==> src/hw/rtl/pkcd_pkg.sv <==
// shared constants and types for the per-key cooldown table
package pkcd_pkg;

   localparam int TIME_W = 32;
   localparam int ADDR_W = 32;
   localparam int DEF_TABLE_SLOTS = 64;
   localparam int DEF_KEY_BITS = 32;

   typedef logic [TIME_W-1:0] time_type;
   typedef logic [ADDR_W-1:0] addr_type;

   // default cooldown of twenty minutes
   localparam time_type PERIOD_RESET = time_type'(20 * 60);

endpackage

==> src/hw/rtl/per_key_cooldown_table_unit.sv <==
// top level: cooldown table over a rotating ring of slot cells
//
// Request channel (req_valid, req_stall, req_address_key, req_now_seconds)
// carries one word per lookup. The single result word on the rsp channel
// (rsp_valid, rsp_stall, rsp_report_allowed) says whether the key was
// allowed (absent, or last allowed at least csr period seconds ago).
// The slots sit in a ring of TABLE_SLOTS cells that rotates one place per
// cycle while a request scans or evicts; the head cell is compared against
// the request. A hit or an append takes one full turn of the ring in the
// scan state; the result state then registers the result word. A miss on a
// full table needs a second turn, in the evict state, to drop the oldest
// slot and append the new key before the result state. One request is in
// flight at a time, so the rate is set by the ring turns; req_stall is high
// while a request works.
// A result held by rsp_stall keeps the block from taking the next request
// only once that next result is ready. Reset (synchronous, active high)
// empties the table and loads the period with 1200; the csr write port may
// change the period while no request is in flight.
module per_key_cooldown_table_unit #(
   parameter int TABLE_SLOTS = pkcd_pkg::DEF_TABLE_SLOTS,
   parameter int KEY_BITS    = pkcd_pkg::DEF_KEY_BITS
) (
   input  logic               clock,
   input  logic               reset,
   input  logic               req_valid,
   output logic               req_stall,
   input  pkcd_pkg::addr_type req_address_key,
   input  pkcd_pkg::time_type req_now_seconds,
   output logic               rsp_valid,
   input  logic               rsp_stall,
   output logic               rsp_report_allowed,
   input  logic               csr_wr_en,
   input  pkcd_pkg::time_type csr_wr_data
);
   import pkcd_pkg::*;

   localparam int CNT_W    = $clog2(TABLE_SLOTS + 1);
   localparam int NEXT_IDX = (TABLE_SLOTS > 1) ? 1 : 0;
   localparam logic [CNT_W-1:0] LAST_STEP = CNT_W'(TABLE_SLOTS - 1);
   localparam logic [CNT_W-1:0] FULL_CNT  = CNT_W'(TABLE_SLOTS);

   localparam logic [1:0] ST_IDLE  = 2'd0;
   localparam logic [1:0] ST_SCAN  = 2'd1;
   localparam logic [1:0] ST_EVICT = 2'd2;
   localparam logic [1:0] ST_RESP  = 2'd3;

   logic [1:0]          state_ff, state_in;
   logic [CNT_W-1:0]    step_ff, step_in;
   logic [CNT_W-1:0]    fill_ff, fill_in;
   logic [CNT_W-1:0]    victim_ff, victim_in;
   logic                found_ff, found_in;
   logic                result_ff, result_in;
   logic [KEY_BITS-1:0] key_ff;
   time_type            now_ff;
   time_type            min_ff, min_in;
   time_type            period_ff;
   logic                rsp_valid_ff, rsp_valid_in;
   logic                rsp_allowed_ff, rsp_allowed_in;

   logic [KEY_BITS-1:0] cell_key [TABLE_SLOTS];
   time_type            cell_time [TABLE_SLOTS];
   logic [KEY_BITS-1:0] fb_key;
   time_type            fb_time;
   logic                shift_en;

   logic [KEY_BITS+ADDR_W-1:0] key_wide;
   logic                req_take;
   logic                in_list, hit, ok, append, last, before_victim;
   logic                rsp_free;
   time_type            elapsed;

   assign key_wide = {{KEY_BITS{1'b0}}, req_address_key};
   assign req_take = req_valid && !req_stall;
   assign req_stall = (state_ff != ST_IDLE);
   assign shift_en = (state_ff == ST_SCAN) || (state_ff == ST_EVICT);
   assign rsp_free = !rsp_valid_ff || !rsp_stall;

   // slot ring, head is cell 0
   for (genvar g = 0; g < TABLE_SLOTS; g++) begin : g_cell
      if (g == TABLE_SLOTS - 1) begin : g_tail
         pkcd_cell #(.KEY_BITS(KEY_BITS)) u_cell (
            .clock    (clock),
            .shift_en (shift_en),
            .in_key   (fb_key),
            .in_time  (fb_time),
            .out_key  (cell_key[g]),
            .out_time (cell_time[g])
         );
      end else begin : g_body
         pkcd_cell #(.KEY_BITS(KEY_BITS)) u_cell (
            .clock    (clock),
            .shift_en (shift_en),
            .in_key   (cell_key[g+1]),
            .in_time  (cell_time[g+1]),
            .out_key  (cell_key[g]),
            .out_time (cell_time[g])
         );
      end
   end

   assign in_list       = step_ff < fill_ff;
   assign elapsed       = now_ff - cell_time[0];
   assign ok            = elapsed >= period_ff;
   assign hit           = (state_ff == ST_SCAN) && in_list && !found_ff
                          && (cell_key[0] == key_ff);
   assign append        = (state_ff == ST_SCAN) && !found_ff && (step_ff == fill_ff);
   assign last          = step_ff == LAST_STEP;
   assign before_victim = step_ff < victim_ff;

   // value written back into the tail cell
   always_comb begin
      fb_key  = cell_key[0];
      fb_time = cell_time[0];
      if (state_ff == ST_SCAN) begin
         if (hit && ok) begin
            fb_time = now_ff;
         end else if (append) begin
            fb_key  = key_ff;
            fb_time = now_ff;
         end
      end else if (state_ff == ST_EVICT) begin
         if (last) begin
            fb_key  = key_ff;
            fb_time = now_ff;
         end else if (!before_victim) begin
            fb_key  = cell_key[NEXT_IDX];
            fb_time = cell_time[NEXT_IDX];
         end
      end
   end

   always_comb begin
      state_in       = state_ff;
      step_in        = step_ff;
      fill_in        = fill_ff;
      victim_in      = victim_ff;
      found_in       = found_ff;
      result_in      = result_ff;
      min_in         = min_ff;
      rsp_valid_in   = rsp_valid_ff && rsp_stall;
      rsp_allowed_in = rsp_allowed_ff;
      unique case (state_ff)
         ST_IDLE: begin
            if (req_take) begin
               state_in = ST_SCAN;
               step_in  = '0;
               found_in = 1'b0;
            end
         end
         ST_SCAN: begin
            step_in = step_ff + 1'b1;
            if (hit) begin
               found_in  = 1'b1;
               result_in = ok;
            end
            if (in_list && ((step_ff == '0) || (cell_time[0] < min_ff))) begin
               min_in    = cell_time[0];
               victim_in = step_ff;
            end
            if (last) begin
               step_in = '0;
               if (found_ff || hit) begin
                  state_in = ST_RESP;
               end else if (fill_ff != FULL_CNT) begin
                  fill_in   = fill_ff + 1'b1;
                  result_in = 1'b1;
                  state_in  = ST_RESP;
               end else begin
                  state_in = ST_EVICT;
               end
            end
         end
         ST_EVICT: begin
            step_in = step_ff + 1'b1;
            if (last) begin
               step_in   = '0;
               result_in = 1'b1;
               state_in  = ST_RESP;
            end
         end
         ST_RESP: begin
            if (rsp_free) begin
               rsp_valid_in   = 1'b1;
               rsp_allowed_in = result_ff;
               state_in       = ST_IDLE;
            end
         end
         default: state_in = ST_IDLE;
      endcase
   end

   always_ff @(posedge clock) begin
      if (reset) begin
         state_ff     <= ST_IDLE;
         step_ff      <= '0;
         fill_ff      <= '0;
         found_ff     <= 1'b0;
         rsp_valid_ff <= 1'b0;
         period_ff    <= PERIOD_RESET;
      end else begin
         state_ff     <= state_in;
         step_ff      <= step_in;
         fill_ff      <= fill_in;
         found_ff     <= found_in;
         rsp_valid_ff <= rsp_valid_in;
         if (csr_wr_en) begin
            period_ff <= csr_wr_data;
         end
      end
   end

   always_ff @(posedge clock) begin
      victim_ff      <= victim_in;
      result_ff      <= result_in;
      min_ff         <= min_in;
      rsp_allowed_ff <= rsp_allowed_in;
      if (req_take) begin
         key_ff <= key_wide[KEY_BITS-1:0];
         now_ff <= req_now_seconds;
      end
   end

   assign rsp_valid          = rsp_valid_ff;
   assign rsp_report_allowed = rsp_allowed_ff;

   a_fill_range: assert property (@(posedge clock) disable iff (reset)
      fill_ff <= FULL_CNT)
      else $error("fill count beyond table size");

   a_fill_step: assert property (@(posedge clock) disable iff (reset)
      (!$past(reset) && (fill_ff != $past(fill_ff))) |-> (fill_ff == $past(fill_ff) + 1'b1))
      else $error("fill count moved by other than one");

   a_evict_full: assert property (@(posedge clock) disable iff (reset)
      (state_ff == ST_EVICT) |-> (fill_ff == FULL_CNT))
      else $error("eviction pass on a table that is not full");

   a_rsp_from_resp: assert property (@(posedge clock) disable iff (reset)
      (!$past(reset) && $rose(rsp_valid_ff)) |-> ($past(state_ff) == ST_RESP))
      else $error("result word raised outside the result state");

   a_step_range: assert property (@(posedge clock) disable iff (reset)
      shift_en |-> (step_ff <= LAST_STEP))
      else $error("ring step beyond last cell");

endmodule

==> src/hw/rtl/pkcd_cell.sv <==
// one storage cell of the rotating slot ring
module pkcd_cell #(
   parameter int KEY_BITS = pkcd_pkg::DEF_KEY_BITS
) (
   input  logic               clock,
   input  logic               shift_en,
   input  logic [KEY_BITS-1:0] in_key,
   input  pkcd_pkg::time_type in_time,
   output logic [KEY_BITS-1:0] out_key,
   output pkcd_pkg::time_type out_time
);
   import pkcd_pkg::*;

   logic [KEY_BITS-1:0] key_ff;
   time_type            time_ff;

   always_ff @(posedge clock) begin
      if (shift_en) begin
         key_ff  <= in_key;
         time_ff <= in_time;
      end
   end

   assign out_key  = key_ff;
   assign out_time = time_ff;

endmodule
==> config.mk <==
export PLATFORM = sky130hd
export DESIGN_NAME = per_key_cooldown_table_unit
export DESIGN_NICKNAME = d
export VERILOG_FILES = /design/src/hw/rtl/pkcd_pkg.sv /design/src/hw/rtl/per_key_cooldown_table_unit.sv /design/src/hw/rtl/pkcd_cell.sv
export SDC_FILE = /design/constraint.sdc
export NUM_CORES = 2
export LEC_CHECK = 0
export BUFFER_PORTS_ARGS = -buffer_cell sky130_fd_sc_hd__buf_2
export CAP_MARGIN = 20
export CORE_MARGIN = 2
export CORE_UTILIZATION = 50
export CTS_CLUSTER_DIAMETER = 40
export DETAILED_ROUTE_END_ITERATION = 7
export PLACE_DENSITY = 0.65
export SLEW_MARGIN = 15
export SYNTH_ARGS = -nofsm -noshare
export SYNTH_HDL_FRONTEND = slang
export SYNTH_SLANG_ARGS = --single-unit
==> constraint.sdc <==
create_clock -name clock -period 141.7 [get_ports clock]
set_clock_uncertainty 0.1 [all_clocks]
set_input_delay 7.085 -clock clock [delete_from_list [all_inputs] [get_ports clock]]
set_output_delay 7.085 -clock clock [all_outputs]
set_load 0.1 [all_outputs]
## Word-level counts from Yosys, hierarchy flattened

Index checks and enable logic that the tools add are counted.

- Input bits: 101
- Bits in registers: 4251

- Order comparisons: 4
- $add $sub $neg: 3
- Reductions and logical operators: 31
- Mux-type cells: 33
- Equal/unequal tests: 12
- Bitwise logic cells: 1

Operators by type and width:

| cell | number |
|---|---|
| 2-to-1 mux 32 bit | 12 |
| equality test 32 bit | 1 |
| >= comparator 32 bit | 1 |
| < comparator 32 bit | 1 |
| subtractor 32 bit | 1 |
| adder 7 x 1 -> 7 bit, second input constant | 2 |
| < comparator 7 bit | 2 |
| 2-to-1 mux 7 bit | 2 |
| one-hot mux 7 bit (2 select lines) | 1 |
| 2-to-1 mux 1 bit | 11 |
| != test 2 bit, second input constant | 5 |
| logical AND 1 bit | 9 |
| 2-to-1 mux 2 bit | 4 |
| one-hot mux 2 bit (4 select lines) | 1 |
| AND reduction 2 bit | 4 |
| AND reduction 4 bit | 2 |
| nonzero test 2 bit | 4 |
| equality test 7 x 6 -> 1 bit, second input constant | 1 |
| equality test 7 bit | 1 |
| logical NOT 7 bit | 1 |
| != test 7 bit, second input constant | 1 |
| equality test 2 bit, second input constant | 2 |
| logical NOT 1 bit | 4 |
| logical OR 1 bit | 4 |
| other kinds (6) | 7 |

## Longest topological paths before layout

- Depth after elaboration: 9
- Depth in mapped cells: 23
- Depth with buffers taken out: 21

## Modules after synthesis

Synthesis repeated with hierarchy kept, for this count alone.

- Cell total of the unflattened synthesis: 5432
- Area total of the unflattened synthesis: 135170.9 um^2

Modules (own cells, without submodules):

| module | seq. area each (um^2) | cells each | instances | area an instance (um^2) |
|---|---|---|---|---|
| pkcd_cell | 1921.8 | 64 | 64 | 1921.8 |
| per_key_cooldown_table_unit | 4154.0 | 1336 | 1 | 12172.9 |

## Worst setup path after synthesis

OpenSTA, ideal clock, no wires.

- Path kind: register -> register
- From: register state_ff[0]
- To: register step_ff[1]
- Path buffers: 0
- Path slack: 40.487 ns
- Arrival time: 100.758 ns
- Required time: 141.245 ns
- Cell stages (with the launch flop): 6
- Cell sequence: dfxtp_1 -> inv_1 -> ha_1 -> o21ai_1 -> a32oi_1 -> nor2_1

- Longest elaborated chain between the ends: 5
- Elaborated cells between the ends (all ways): 11
- Classes of those cells: 3 x eq/ne; 1 x mux; 7 x reduce/logical

RTL lines:

| element | line | RTL |
|---|---|---|
| start, declared | per_key_cooldown_table_unit.sv:47 | `logic [1:0] state_ff, state_in;` |
| start signal, assigned | per_key_cooldown_table_unit.sv:201 | `state_ff <= state_in;` |
| nonzero test 2 bit | per_key_cooldown_table_unit.sv:74 | `assign req_stall = (state_ff != ST_IDLE);` |
| logical NOT 1 bit | per_key_cooldown_table_unit.sv:73 | `assign req_take = req_valid && !req_stall;` |
| logical AND 1 bit | per_key_cooldown_table_unit.sv:73 |  |
| != test 2 bit (no source line) | n/a |  |
| AND reduction 2 bit (no source line) | n/a |  |
| end signal, assigned | per_key_cooldown_table_unit.sv:202 | `step_ff <= step_in;` |
| end, declared | per_key_cooldown_table_unit.sv:48 | `logic [CNT_W-1:0] step_ff, step_in;` |

Several ways; a longest one is shown, not always the timed one.
A chain may end at the register's enable or synchronous reset.

## Final worst setup path

- From: register state_ff[0]
- To: output req_stall

- Longest elaborated chain between the ends: 1

RTL lines:

| element | line | RTL |
|---|---|---|
| nonzero test 2 bit | per_key_cooldown_table_unit.sv:74 |  |
| end, declared | per_key_cooldown_table_unit.sv:26 | `output logic req_stall,` |

No other way between the ends.

==> impl_metrics.py <==
metrics = {
    "sta": {
        "fin_tns_setup_ns": 0,
        "drv_slew": 0,
        "period_minus_slack_ns": 9.36,
        "rsz0062_at_grt": "no",
        "slew_headroom_pct": 16.7,
        "finalSetupViolations": 0,
        "hold_viol_final": 0,
        "fin_crit_sh_pct": 6.61,
        "fmax_mhz": 107,
        "worst_slew_pin_slew_ns": 1.25,
    },
    "clock_tree": {
        "cts_resized": 0,
        "clock_sinks": 4251,
        "cts-root-buf": "clkbuf_16",
        "cts.htree.levels": 5,
        "cts_buffers": 448,
        "postCtsSetupBuffers": 0,
        "cts_tree": "yes",
        "cts_max_path_buffers": 4,
        "cts_hold_buf": 0,
        "clk_latency_ns": 0.96,
        "clkTransAtPathRegs_ns": 0.07,
    },
    "synthesis": {
        "avgSynthCellArea_um2": 24.9,
        "ys.flop_type": "edfxtp_1",
        "yosysTopAreaCellShare_pct": 93.6,
        "synth_cell_types": 71,
        "ys_top_cells_by_count": "edfxtp_1, nor2_1, inv_1",
        "yosysTopAreaCell": "edfxtp_1",
        "synthTopCellsByArea": "edfxtp_1, ha_1, dfxtp_1, o221ai_1, nor2_1",
        "synth_nets": 5642,
        "syn_area_um2": 135000,
        "synth-edff-count": 4201,
        "postSynthCellCount": 5424,
        "yosysWarnings": 0,
        "yosysMostFrequentCell": "edfxtp_1",
        "synth_seq_area_share_pct": 94.3,
        "ys_seq_elements": 4251,
        "async_reset_ff_share_pct": 0,
    },
    "placed_design": {
        "dp.cells": 9068,
        "gp_congestion": 0.790,
        "port_buffers": 103,
        "placed_area_um2": 140000,
        "post-dp-hpwl_mm": 98.6,
    },
    "setup_path": {
        "required_ns": 134.51,
        "critical_path.max_fanout": 5,
        "critPathKind": "register to output port",
        "timing.rr.end": "g_cell[44].g_body.u_cell.out_key[29]",
        "start_kind": "register",
        "r2r_start": "state_ff[0]",
        "rrSetupSlack_ns": 134.42,
        "reg2reg_depth": 9,
        "cp-end-kind": "output port",
        "cp.arrival_ns": 2.18,
    },
    "global_route": {
        "grt_pass1_vias": 49245,
        "antenna_found_initial": 6,
        "grt_overflow": 0,
        "grt_max_degree": 220,
        "grt_usage_pct": 14.1,
        "grt_pass1_wl_mm": 297,
    },
    "drt": {
        "first_pass_iters": 5,
        "wl_mm": 195,
        "viasPerCell": 5.07,
        "post-route-drc-count": 0,
        "drt-wirelength-per-cell_um": 19.6,
        "drt_iter0_drc": 4863,
        "ant_nets": 0,
        "vias": 50228,
    },
    "finish": {
        "final_cells": 9906,
        "nets": 6191,
        "finish.instance_area_um2": 155000,
        "area_growth_syn_to_layout_pct": 15.2,
        "drive_gt1_share_pct": 14.4,
    },
    "min_path": {
        "worstHoldEndpoint": "g_cell[34].g_body.u_cell.out_time[7]",
        "whs_path_depth": 0,
        "hold_start": "g_cell[35].g_body.u_cell.out_time[7]",
        "hold_class": "register to register",
    },
    "floorplan": {
        "rows": 190,
        "die_width_um": 523,
        "die-area_um2": 274000,
        "coreArea_um2": 268000,
        "io_pins": 104,
        "start_util_pct": 50.3,
        "dieHeight_um": 523,
    },
    "power": {
        "power_density_nw_per_um2": 28.1,
        "p_leak_uw": 0.0513,
        "peakVddDrop_v": 0.0000297,
    },
    "status": {
        "outcome": "complete, no violations",
    },
    "job": {
        "max_cap_viol_count": 0,
    },
}
sequential cells by signal, indices dropped and copies added, names as in the netlist:
register                       flops
fill_ff                            7
found_ff                           1
g_cell.g_body.u_cell.out_key    2016
g_cell.g_body.u_cell.out_time   2016
g_cell.g_tail.u_cell.out_key      32
g_cell.g_tail.u_cell.out_time     32
key_ff                            32
min_ff                            32
now_ff                            32
period_ff                         32
result_ff                          1
rsp_report_allowed                 1
rsp_valid                          1
state_ff                           2
step_ff                            7
victim_ff                          7
worst max path at each step:
| stage | from | end | slack (ns) | depth (start not counted) |
|---|---|---|---|---|
| 3_3_place_gp | req_valid | now_ff[2] | 132.76 | 4 |
| 3_5_place_dp | req_valid | now_ff[2] | 132.68 | 4 |
| 4_1_cts | state_ff[0] | req_stall | 132.24 | 4 |
| 2_1_floorplan | state_ff[0] | step_ff[1] | 40.49 | 5 |
| 6_report | state_ff[0] | req_stall | 132.34 | 4 |
| 5_1_grt | state_ff[0] | req_stall | 132.21 | 4 |
layout by cell type, fill, tap and decap left out, types with 11 or more instances in the layout:
| master | instances |
|---|---|
| o311ai_2 | 18 |
| a21oi_1 | 97 |
| xnor2_1 | 52 |
| o21ai_0 | 46 |
| clkinv_16 | 13 |
| edfxtp_1 | 4201 |
| clkinv_1 | 66 |
| mux2i_1 | 34 |
| ha_1 | 114 |
| inv_1 | 125 |
| clkbuf_1 | 58 |
| o221ai_1 | 91 |
| clkinv_8 | 11 |
| bufinv_16 | 47 |
| dfxtp_1 | 50 |
| nand4_1 | 28 |
| buf_2 | 103 |
| inv_8 | 15 |
| o311ai_1 | 12 |
| clkinv_4 | 25 |
| nor3_1 | 13 |
| nand3_1 | 20 |
| inv_6 | 38 |
| nand2_1 | 109 |
| buf_4 | 49 |
| a21o_1 | 34 |
| clkinv_2 | 76 |
| nor2_1 | 165 |
| clkbuf_16 | 452 |
| nand2b_1 | 13 |
| o21ai_1 | 19 |
| clkinvlp_4 | 26 |
per-layer routing:
layer / vias to the layer above / track usage (%) / part of all wire (%)
met1: 25878 / 21.8 / 48
met4: 0 / 5.90 / 3.7
met5: - / 0 / 0
li1: 22914 / - / -
met2: 1032 / 19.8 / 44
met3: 404 / 2.56 / 4.4
cells by family after synthesis:
group                    share of synthesized area (%)
flip-flops                                        94.3
AND/OR/NAND/NOR                                   1.31
AO/OA/AOI/OAI                                     2.04
buffers and inverters                            0.567
adder cells (fa/ha/maj)                           1.09
XOR/XNOR                                         0.396
multiplexers                                     0.269
cell type report:
type,count,area (µm²)
diodes,1,2.50
clock buffers,510,11500
clock inverters,320,3580
fillers,18710,113000
inverters,128,485
multi-input cells,977,6930
flip-flops and latches,4251,127000
well taps,3552,4440
repair buffers,167,1220
power breakdown:
| group | switching [µW] | total, µW | internal, µW |
|---|---|---|---|
| clock network | 486 | 1170 | 680 |
| registers | 211 | 2660 | 2450 |
| logic | 443 | 540 | 96.7 |
critical path, cell delays in order (launching register included):
cell and delay, ns:
dfxtp_1 0.41, inv_1 0.15, ha_4 0.20, inv_1 0.06, buf_2 0.43
per-stage QoR:
stage	setup slack, ns	total power, µW	util (%)	hold slack, ns
2_1_floorplan	40.49	6210	-	0.300
3_3_place_gp	132.76	3190	52.2	0.301
3_5_place_dp	132.68	3210	52.2	0.305
4_1_cts	132.24	4420	57.9	0.249
5_1_grt	132.21	4580	57.9	0.255
6_report	132.34	4360	57.9	0.253
(Power assumes the default switching activity.)
